## src/rtl/core/gfts_pkg.sv

```systemverilog
// shared types, constants and the month table for the fix time segmenter
`timescale 1ns / 1ps
`default_nettype none

package gfts_pkg;

   localparam int SEC_W = 39;

   localparam int RECIP_25    = 2622;
   localparam int RECIP_SHIFT = 16;
   localparam int ERA_YEARS   = 400;
   localparam int YEAR_DAYS   = 365;
   localparam int ERA_DAYS    = 146097;
   localparam int EPOCH_DAYS  = 719468;
   localparam int DAY_HOURS   = 24;
   localparam int SIXTY       = 60;

   typedef enum logic [1:0] {
      CFG_GAP_LIMIT  = 2'd0,
      CFG_LOG_PERIOD = 2'd1,
      CFG_DUR_THRESH = 2'd2,
      CFG_DUR_EVERY  = 2'd3
   } cfg_index_type;

   typedef enum logic [2:0] {
      T_IDLE  = 3'b001,
      T_CONV  = 3'b010,
      T_CLOSE = 3'b100
   } top_state_type;

   typedef enum logic [7:0] {
      C_IDLE = 8'b0000_0001,
      C_ERA  = 8'b0000_0010,
      C_YOE  = 8'b0000_0100,
      C_DOE  = 8'b0000_1000,
      C_DAYS = 8'b0001_0000,
      C_HRS  = 8'b0010_0000,
      C_MINS = 8'b0100_0000,
      C_SECS = 8'b1000_0000
   } civ_state_type;

   // days from 1 march to the start of the month, march-based month index
   function automatic logic [8:0] days_before_month(input logic [3:0] mp);
      logic [8:0] d;
      begin
         unique case (mp)
            4'd0:    d = 9'd0;
            4'd1:    d = 9'd31;
            4'd2:    d = 9'd61;
            4'd3:    d = 9'd92;
            4'd4:    d = 9'd122;
            4'd5:    d = 9'd153;
            4'd6:    d = 9'd184;
            4'd7:    d = 9'd214;
            4'd8:    d = 9'd245;
            4'd9:    d = 9'd275;
            4'd10:   d = 9'd306;
            4'd11:   d = 9'd337;
            4'd12:   d = 9'd367;
            default: d = 9'd0;
         endcase
         return d;
      end
   endfunction

endpackage

`default_nettype wire

```

## src/rtl/core/gfts_civil.sv

```systemverilog
// civil date and time to epoch seconds on one shared multiply-add unit
`timescale 1ns / 1ps
`default_nettype none

module gfts_civil (
   input  wire logic                           clock,
   input  wire logic                           reset,
   input  wire logic                           start,
   input  wire logic [13:0]                    year,
   input  wire logic [3:0]                     month,
   input  wire logic [4:0]                     day,
   input  wire logic [4:0]                     hour,
   input  wire logic [5:0]                     minute,
   input  wire logic [5:0]                     second,
   output logic                                done,
   output logic signed [gfts_pkg::SEC_W-1:0]   secs
);

   gfts_pkg::civ_state_type state_ff, state_in;
   logic                            done_ff, done_in;
   logic signed [14:0]              ynum_ff, ynum_in;
   logic                            yneg_ff, yneg_in;
   logic [9:0]                      doy_ff, doy_in;
   logic [4:0]                      hour_ff, hour_in;
   logic [5:0]                      minute_ff, minute_in;
   logic [5:0]                      second_ff, second_in;
   logic signed [6:0]               era_ff, era_in;
   logic [gfts_pkg::SEC_W-1:0]      acc_ff, acc_in;

   logic                            early;
   logic [3:0]                      mp;
   logic signed [6:0]               era_val;
   logic [8:0]                      yoe;
   logic [1:0]                      div100;

   logic signed [gfts_pkg::SEC_W-1:0] mul_a;
   logic signed [18:0]                mul_b;
   logic [gfts_pkg::SEC_W-1:0]        mul_c;
   logic signed [57:0]                prod;

   assign early   = (month <= 4'd2);
   assign mp      = early ? (month + 4'd9) : (month - 4'd3);
   assign era_val = yneg_ff ? -7'sd1 : $signed({1'b0, acc_ff[gfts_pkg::RECIP_SHIFT +: 6]});
   assign yoe     = acc_ff[8:0];
   assign div100  = 2'(yoe >= 9'd100) + 2'(yoe >= 9'd200) + 2'(yoe >= 9'd300);

   // shared multiply-add
   assign prod   = mul_a * mul_b;
   assign acc_in = prod[gfts_pkg::SEC_W-1:0] + mul_c;

   always_comb begin
      mul_a = '0;
      mul_b = '0;
      mul_c = '0;
      unique case (state_ff)
         gfts_pkg::C_ERA: begin
            mul_a = gfts_pkg::SEC_W'(ynum_ff[13:4]);
            mul_b = 19'(gfts_pkg::RECIP_25);
         end
         gfts_pkg::C_YOE: begin
            mul_a = gfts_pkg::SEC_W'(era_val);
            mul_b = -19'(gfts_pkg::ERA_YEARS);
            mul_c = gfts_pkg::SEC_W'(ynum_ff);
         end
         gfts_pkg::C_DOE: begin
            mul_a = gfts_pkg::SEC_W'(yoe);
            mul_b = 19'(gfts_pkg::YEAR_DAYS);
            mul_c = gfts_pkg::SEC_W'(yoe[8:2]) - gfts_pkg::SEC_W'(div100)
                    + gfts_pkg::SEC_W'($signed(doy_ff));
         end
         gfts_pkg::C_DAYS: begin
            mul_a = gfts_pkg::SEC_W'(era_ff);
            mul_b = 19'(gfts_pkg::ERA_DAYS);
            mul_c = acc_ff - gfts_pkg::SEC_W'(gfts_pkg::EPOCH_DAYS);
         end
         gfts_pkg::C_HRS: begin
            mul_a = $signed(acc_ff);
            mul_b = 19'(gfts_pkg::DAY_HOURS);
            mul_c = gfts_pkg::SEC_W'(hour_ff);
         end
         gfts_pkg::C_MINS: begin
            mul_a = $signed(acc_ff);
            mul_b = 19'(gfts_pkg::SIXTY);
            mul_c = gfts_pkg::SEC_W'(minute_ff);
         end
         gfts_pkg::C_SECS: begin
            mul_a = $signed(acc_ff);
            mul_b = 19'(gfts_pkg::SIXTY);
            mul_c = gfts_pkg::SEC_W'(second_ff);
         end
         default: begin
            mul_a = '0;
         end
      endcase
   end

   always_comb begin
      state_in  = state_ff;
      done_in   = done_ff;
      ynum_in   = ynum_ff;
      yneg_in   = yneg_ff;
      doy_in    = doy_ff;
      hour_in   = hour_ff;
      minute_in = minute_ff;
      second_in = second_ff;
      era_in    = era_ff;
      unique case (state_ff)
         gfts_pkg::C_IDLE: begin
            if (start) begin
               state_in  = gfts_pkg::C_ERA;
               done_in   = 1'b0;
               ynum_in   = $signed({1'b0, year}) - $signed(15'(early));
               yneg_in   = early && (year == 14'd0);
               doy_in    = 10'(gfts_pkg::days_before_month(mp)) + 10'(day) - 10'd1;
               hour_in   = hour;
               minute_in = minute;
               second_in = second;
            end
         end
         gfts_pkg::C_ERA:  state_in = gfts_pkg::C_YOE;
         gfts_pkg::C_YOE: begin
            era_in   = era_val;
            state_in = gfts_pkg::C_DOE;
         end
         gfts_pkg::C_DOE:  state_in = gfts_pkg::C_DAYS;
         gfts_pkg::C_DAYS: state_in = gfts_pkg::C_HRS;
         gfts_pkg::C_HRS:  state_in = gfts_pkg::C_MINS;
         gfts_pkg::C_MINS: state_in = gfts_pkg::C_SECS;
         gfts_pkg::C_SECS: begin
            done_in  = 1'b1;
            state_in = gfts_pkg::C_IDLE;
         end
         default: state_in = gfts_pkg::C_IDLE;
      endcase
   end

   always_ff @(posedge clock) begin
      if (reset) begin
         state_ff <= gfts_pkg::C_IDLE;
         done_ff  <= 1'b0;
      end else begin
         state_ff <= state_in;
         done_ff  <= done_in;
      end
   end

   always_ff @(posedge clock) begin
      ynum_ff   <= ynum_in;
      yneg_ff   <= yneg_in;
      doy_ff    <= doy_in;
      hour_ff   <= hour_in;
      minute_ff <= minute_in;
      second_ff <= second_in;
      era_ff    <= era_in;
      if (state_ff != gfts_pkg::C_IDLE) begin
         acc_ff <= acc_in;
      end
   end

   assign done = done_ff;
   assign secs = $signed(acc_ff);

endmodule

`default_nettype wire

```

## src/rtl/core/gps_fix_time_segmenter.sv

```systemverilog
// top level of the gps fix time segmenter: track state, csr block and result register
// an add runs seven multiply-add passes and then writes its result to the result register,
// and a close writes its result register directly; a stalled output holds back either one,
// and the input stalls while an item is in work, which lasts until its result is registered,
// so a new add or close is taken only once the last one is through
// reset: synchronous, clears the track and loads the csr defaults; no clearing pass
`timescale 1ns / 1ps
`default_nettype none

module gps_fix_time_segmenter (
   input  wire logic                           clock,
   input  wire logic                           reset,
   input  wire logic                           req_valid,
   output logic                                req_stall,
   input  wire logic [0:0]                     req_opcode,
   input  wire logic [13:0]                    req_year,
   input  wire logic [3:0]                     req_month,
   input  wire logic [4:0]                     req_day,
   input  wire logic [4:0]                     req_hour,
   input  wire logic [5:0]                     req_minute,
   input  wire logic [5:0]                     req_second,
   output logic                                rsp_valid,
   input  wire logic                           rsp_stall,
   output logic signed [gfts_pkg::SEC_W-1:0]   rsp_epoch_seconds,
   output logic                                rsp_track_opened,
   output logic                                rsp_segment_break,
   output logic                                rsp_durable_flush,
   output logic [31:0]                         rsp_point_count,
   output logic                                rsp_track_closed,
   input  wire logic                           psel,
   input  wire logic                           penable,
   input  wire logic                           pwrite,
   input  wire logic [3:0]                     paddr,
   input  wire logic [31:0]                    pwdata,
   output logic [31:0]                         prdata,
   output logic                                pready
);

   gfts_pkg::top_state_type state_ff, state_in;

   logic [15:0] gap_ff, gap_in;
   logic [15:0] logp_ff, logp_in;
   logic [15:0] thr_ff, thr_in;
   logic [7:0]  every_ff, every_in;

   logic                              open_ff, open_in;
   logic signed [gfts_pkg::SEC_W-1:0] last_ff, last_in;
   logic [31:0]                       pts_ff, pts_in;
   logic [7:0]                        psd_ff, psd_in;

   logic                              out_valid_ff, out_valid_in;
   logic signed [gfts_pkg::SEC_W-1:0] out_secs_ff, out_secs_in;
   logic                              out_opened_ff, out_opened_in;
   logic                              out_brk_ff, out_brk_in;
   logic                              out_dur_ff, out_dur_in;
   logic [31:0]                       out_count_ff, out_count_in;
   logic                              out_closed_ff, out_closed_in;

   logic                              accept;
   logic                              csr_write;
   logic                              out_free;
   logic                              emit_add;
   logic                              emit_close;
   logic                              civ_done;
   logic signed [gfts_pkg::SEC_W-1:0] civ_secs;

   logic signed [gfts_pkg::SEC_W-1:0] base_last;
   logic signed [gfts_pkg::SEC_W:0]   delta;
   logic                              brk;
   logic [31:0]                       pts_next;
   logic [7:0]                        psd_next;
   logic                              every_hit;
   logic                              durable;

   assign req_stall = (state_ff != gfts_pkg::T_IDLE);
   assign accept    = req_valid && !req_stall;
   assign csr_write = psel && penable && pwrite && pready;
   assign pready    = 1'b1;
   assign out_free  = !out_valid_ff || !rsp_stall;

   gfts_civil u_civil (
      .clock  (clock),
      .reset  (reset),
      .start  (accept && (req_opcode == 1'b0)),
      .year   (req_year),
      .month  (req_month),
      .day    (req_day),
      .hour   (req_hour),
      .minute (req_minute),
      .second (req_second),
      .done   (civ_done),
      .secs   (civ_secs)
   );

   // per-fix track decisions
   assign base_last = open_ff ? last_ff : '0;
   assign delta     = (gfts_pkg::SEC_W + 1)'(civ_secs) - (gfts_pkg::SEC_W + 1)'(base_last);
   assign brk       = (base_last != '0)
                      && ((delta < 0) || (delta > $signed((gfts_pkg::SEC_W + 1)'(gap_ff))));
   assign pts_next  = (open_ff ? pts_ff : 32'd0) + 32'd1;
   assign psd_next  = (open_ff ? psd_ff : 8'd0) + 8'd1;
   assign every_hit = (psd_next >= every_ff);
   assign durable   = every_hit || (logp_ff >= thr_ff);

   assign emit_add   = (state_ff == gfts_pkg::T_CONV) && civ_done && out_free;
   assign emit_close = (state_ff == gfts_pkg::T_CLOSE) && out_free;

   always_comb begin
      state_in = state_ff;
      unique case (state_ff)
         gfts_pkg::T_IDLE: begin
            if (accept) begin
               state_in = (req_opcode == 1'b0) ? gfts_pkg::T_CONV : gfts_pkg::T_CLOSE;
            end
         end
         gfts_pkg::T_CONV: begin
            if (emit_add) begin
               state_in = gfts_pkg::T_IDLE;
            end
         end
         gfts_pkg::T_CLOSE: begin
            if (emit_close) begin
               state_in = gfts_pkg::T_IDLE;
            end
         end
         default: state_in = gfts_pkg::T_IDLE;
      endcase
   end

   always_comb begin
      gap_in   = gap_ff;
      logp_in  = logp_ff;
      thr_in   = thr_ff;
      every_in = every_ff;
      if (csr_write) begin
         unique case (paddr[3:2])
            gfts_pkg::CFG_GAP_LIMIT:  gap_in   = pwdata[15:0];
            gfts_pkg::CFG_LOG_PERIOD: logp_in  = pwdata[15:0];
            gfts_pkg::CFG_DUR_THRESH: thr_in   = pwdata[15:0];
            gfts_pkg::CFG_DUR_EVERY:  every_in = pwdata[7:0];
            default:                  gap_in   = gap_ff;
         endcase
      end
   end

   always_comb begin
      unique case (paddr[3:2])
         gfts_pkg::CFG_GAP_LIMIT:  prdata = 32'(gap_ff);
         gfts_pkg::CFG_LOG_PERIOD: prdata = 32'(logp_ff);
         gfts_pkg::CFG_DUR_THRESH: prdata = 32'(thr_ff);
         gfts_pkg::CFG_DUR_EVERY:  prdata = 32'(every_ff);
         default:                  prdata = '0;
      endcase
   end

   always_comb begin
      open_in       = open_ff;
      last_in       = last_ff;
      pts_in        = pts_ff;
      psd_in        = psd_ff;
      out_valid_in  = out_valid_ff && rsp_stall;
      out_secs_in   = out_secs_ff;
      out_opened_in = out_opened_ff;
      out_brk_in    = out_brk_ff;
      out_dur_in    = out_dur_ff;
      out_count_in  = out_count_ff;
      out_closed_in = out_closed_ff;
      priority if (emit_add) begin
         open_in       = 1'b1;
         last_in       = civ_secs;
         pts_in        = pts_next;
         psd_in        = every_hit ? 8'd0 : psd_next;
         out_valid_in  = 1'b1;
         out_secs_in   = civ_secs;
         out_opened_in = !open_ff;
         out_brk_in    = brk;
         out_dur_in    = durable;
         out_count_in  = pts_next;
         out_closed_in = 1'b0;
      end else if (emit_close) begin
         open_in       = 1'b0;
         last_in       = '0;
         pts_in        = '0;
         psd_in        = '0;
         out_valid_in  = 1'b1;
         out_secs_in   = '0;
         out_opened_in = 1'b0;
         out_brk_in    = 1'b0;
         out_dur_in    = 1'b0;
         out_count_in  = '0;
         out_closed_in = open_ff;
      end else begin
         open_in = open_ff;
      end
   end

   always_ff @(posedge clock) begin
      if (reset) begin
         state_ff     <= gfts_pkg::T_IDLE;
         gap_ff       <= 16'd30;
         logp_ff      <= 16'd1;
         thr_ff       <= 16'd10;
         every_ff     <= 8'd5;
         open_ff      <= 1'b0;
         last_ff      <= '0;
         pts_ff       <= '0;
         psd_ff       <= '0;
         out_valid_ff <= 1'b0;
      end else begin
         state_ff     <= state_in;
         gap_ff       <= gap_in;
         logp_ff      <= logp_in;
         thr_ff       <= thr_in;
         every_ff     <= every_in;
         open_ff      <= open_in;
         last_ff      <= last_in;
         pts_ff       <= pts_in;
         psd_ff       <= psd_in;
         out_valid_ff <= out_valid_in;
      end
   end

   always_ff @(posedge clock) begin
      out_secs_ff   <= out_secs_in;
      out_opened_ff <= out_opened_in;
      out_brk_ff    <= out_brk_in;
      out_dur_ff    <= out_dur_in;
      out_count_ff  <= out_count_in;
      out_closed_ff <= out_closed_in;
   end

   assign rsp_valid         = out_valid_ff;
   assign rsp_epoch_seconds = out_secs_ff;
   assign rsp_track_opened  = out_opened_ff;
   assign rsp_segment_break = out_brk_ff;
   assign rsp_durable_flush = out_dur_ff;
   assign rsp_point_count   = out_count_ff;
   assign rsp_track_closed  = out_closed_ff;

endmodule

`default_nettype wire
```

## config.mk

```make
export PLATFORM = sky130hd
export DESIGN_NAME = gps_fix_time_segmenter
export DESIGN_NICKNAME = d
export VERILOG_FILES = /design/src/rtl/core/gfts_pkg.sv /design/src/rtl/core/gfts_civil.sv /design/src/rtl/core/gps_fix_time_segmenter.sv
export SDC_FILE = /design/constraint.sdc
export NUM_CORES = 2
export LEC_CHECK = 0
export ABC_AREA = 1
export BUFFER_PORTS_ARGS = -buffer_cell sky130_fd_sc_hd__buf_2
export CORE_ASPECT_RATIO = 0.75
export CORE_MARGIN = 1.5
export CORE_UTILIZATION = 35
export DETAILED_ROUTE_END_ITERATION = 6
export PLACE_DENSITY = 0.63
export SYNTH_ARGS = -nofsm -noshare
export SYNTH_HDL_FRONTEND = slang
export SYNTH_SLANG_ARGS = --single-unit
```

## constraint.sdc

```tcl
create_clock -name clock -period 9.3 [get_ports clock]
set_input_delay 1.86 -clock clock [delete_from_list [all_inputs] [get_ports clock]]
set_output_delay 1.86 -clock clock [all_outputs]
set_load 0.02 [all_outputs]
```

==> key figures <==
Outcome
  – Status: completed

Global route
  – Global Route Usage Sum: 21.4%
  – Largest net degree at the start of global routing: 78
  – Initial antenna violation count: 1
  – Vias in the first global route: 31000
  – GRT overflow: 0
  – First-pass GRT wire length: 178000 um

Final layout
  – Fill cell count: 10300
  – Multi-input gate area: 25500 um2
  – Storage element area: 7900 um2
  – Commonest non-fill, non-tap cell in the layout: inv_1
  – Inserted Diodes: 0
  – Final non-filler cell area: 43300 um2
  – Layout cell share with drive strength beyond 1: 14.6%
  – Area growth syn-to-layout: 17.5%
  – Nets: 5800
  – Most frequent cells in the layout: inv_1, nand2_1, fa_1
  – Non-filler cells, final: 6397

Synth
  – Syn_area_per_cell: 7.99 um2
  – Post-synth top area cell: fa_1
  – Top_reg_cell synth: edfxtp_1
  – Number of synthesized flops with an enable pin: 163
  – Yosys reg bits: 313
  – Seq/Total Area, Yosys: 21.4%
  – Post-Syn Area: 36900 um2
  – Mapped Cells: 4615
  – Distinct cells, synth: 59
  – Synth top area share: 27.8%
  – Ys async rst share: 0%
  – Synth area leaders: fa_1, edfxtp_1, inv_1
  – Yosys warnings: 0

Clocking
  – Maximum clock path buffer count: 3
  – CTS tree: yes
  – Clk slew on worst S/H paths: 70 ps
  – Worst skew pair latency: 580 ps
  – Root buffer cell: clkbuf_16
  – H-tree Lvls: 2
  – CTS Hold Buffers Added: 0
  – CTS Sinks: 313
  – Cts bufs inserted: 37

Setup path
  – Worst Path Buf+Inv: 10
  – Crit path max-delay family: adder cells
  – Critical Path RT: 9600 ps
  – Most used cell, CP: fa_1
  – Crit path max-delay cell type: fa_1
  – Reg2reg setup slack: 20 ps
  – Worst Setup End Kind: flop
  – Delay of the slowest critical-path stage: 540 ps
  – RR Endpoint: u_civil.secs[34]
  – Startpoint types: flop
  – Setup CP Type: reg2reg
  – R2r startpoint: u_civil.secs[0]
  – Stages on the worst setup path: 41
  – Worst EP arrival: 9580 ps
  – R2R depth: 41
  – Worst-path maximum fanout: 4

Timing
  – Final Critical Period: 9280 ps
  – Worst Max-Slew Pin Slew: 1060 ps
  – Slew Viols, Final: 0
  – Final setup vio count: 0
  – Final Hold Vio Count: 0
  – Fin crit share: 99.8%
  – Setup TNS: 0 ps
  – RSZ-0062 raised after global routing: yes
  – Setup Skew: 34.7 ps
  – Slack of the critical path: 16.9 ps
  – Rel. slew slack: 29.1%
  – Achievable clock frequency: 0.108 GHz

Placed design
  – Post-DP Area: 40400 um2
  – Placer Congestion: 0.966
  – Post-DP HPWL: 93800 um
  – IO Port Bufs: 158
  – Placed insts: 6295
  – Worst slack, placed: -848 ps

Min path
  – Hold path depth: 2
  – Hold Path Class: reg2reg
  – Min-delay src: last_ff[24]
  – Min-Delay Endpoint: last_ff[24]

Routing
  – Via-to-Cell Ratio: 4.84
  – Drt pass-1 iters: 5
  – DRC Markers: 0
  – Average wire per standard cell: 17.9 um
  – Iter 0 DRT Violations: 2767
  – Routed Antenna Nets: 0
  – Via count: 31000
  – Routed met2 length: 49300 um
  – WL final: 115000 um
  – Max Used Layer: met4
  – Met3 wire length: 8370 um
  – M1 WL: 54300 um

Power
  – Leakage: 0.0215 uW
  – PwrDens: 104 nW/um2
  – Final Total Pwr: 4500 uW
  – Worst VDD drop: 0.122 mV

Floorplanning
  – Top-level I/O count: 194
  – Starting Density: 35.5%
  – Die width: 378 um
  – Die Ht: 284 um
  – Core region area: 104000 um2
  – Rows: 102
  – Die area: 107000 um2

Flow run
  – Max Cap Violations: 0
-- area by class of cell --
class,instances,area share (%)
clock buffers,47,2.37
repair buffers,373,5.69
clock inverters,21,0.503
multi-input cells,3056,58.9
inverters,1183,10.3
flip-flops and latches,313,18.2
well taps,1404,4.06
-- what timing repair did --
action | 4_1_cts | 5_1_grt
endpoints found under the setup margin | 26 | 23
resized for setup | 168 | 138
pin swaps | 97 | 100
buffers inserted | 21 | 17
-- cells in the mapped netlist (37+ instances only) --
cell,count
a21oi_1,273
clkbuf_1,75
dfxtp_1,150
edfxtp_1,163
fa_1,512
ha_1,240
inv_1,1168
nand2_1,846
nand3_1,158
nand4_1,45
nor2_1,376
nor3_1,37
o21ai_0,183
xor2_1,73
-- worst reg2reg max path, delay by kind of cell, from the launching register on --
kind / cells / cell delay [ps]
compound gates: 5 / 1150
xor+xnor: 2 / 260
fa+ha+maj: 13 / 5090
buf+inv: 10 / 950
simple gates: 11 / 1140
flops: 1 / 410
-- power by group --
part	internal, uW	switching [uW]
registers	1530	67.5
logic	551	841
clock network	896	616
-- registers in the layout, indices dropped and copies added (netlist names), 7 cells and up --
name               flops
last_ff               39
rsp_epoch_seconds     39
u_civil.secs          39
pts_ff                32
rsp_point_count       32
gap_ff                16
logp_ff               16
thr_ff                16
u_civil.ynum_ff       15
u_civil.doy_ff        10
every_ff               8
psd_ff                 8
u_civil.state_ff       8
u_civil.era_ff         7
-- layer usage --
layer,up-vias,GRT usage (%)
li1,14700,-
met1,15100,31.8
met2,999,32.4
met3,125,3.29
met4,0,4.74
met5,-,0
-- worst max path at each step --
stage / startpoint / endpoint / slack, ps
floorplan: u_civil.secs[2] / u_civil.secs[36] / 110
global placement: u_civil.secs[3] / u_civil.secs[29] / -750
detailed placement: u_civil.secs[3] / u_civil.secs[29] / -850
CTS: u_civil.secs[3] / u_civil.secs[29] / -110
global route: u_civil.secs[3] / u_civil.secs[36] / -290
finish: u_civil.secs[0] / u_civil.secs[34] / 20
-- logic make-up (layout without fill, tap and decap cells) --
logic type,Yosys count,in the layout,share of synthesized area (%)
AND/OR/NAND/NOR,1554,1554,17.7
buffers and inverters,1309,1624,13.6
adder cells (fa/ha/maj),752,752,36.0
AO/OA/AOI/OAI,584,584,8.82
flip-flops,313,313,21.4
XOR/XNOR,101,101,2.42
other,2,65,0.0204
-- stage by stage --
| step | utilization (%) | hold slack, ps |
|---|---|---|
| finish | 41.7 | 461 |
| floorplan | - | 424 |
| global route | 41.7 | 474 |
| detailed placement | 39.0 | 453 |
| CTS | 41.0 | 462 |
| global placement | 39.0 | 449 |
(Power assumes the default switching activity.)
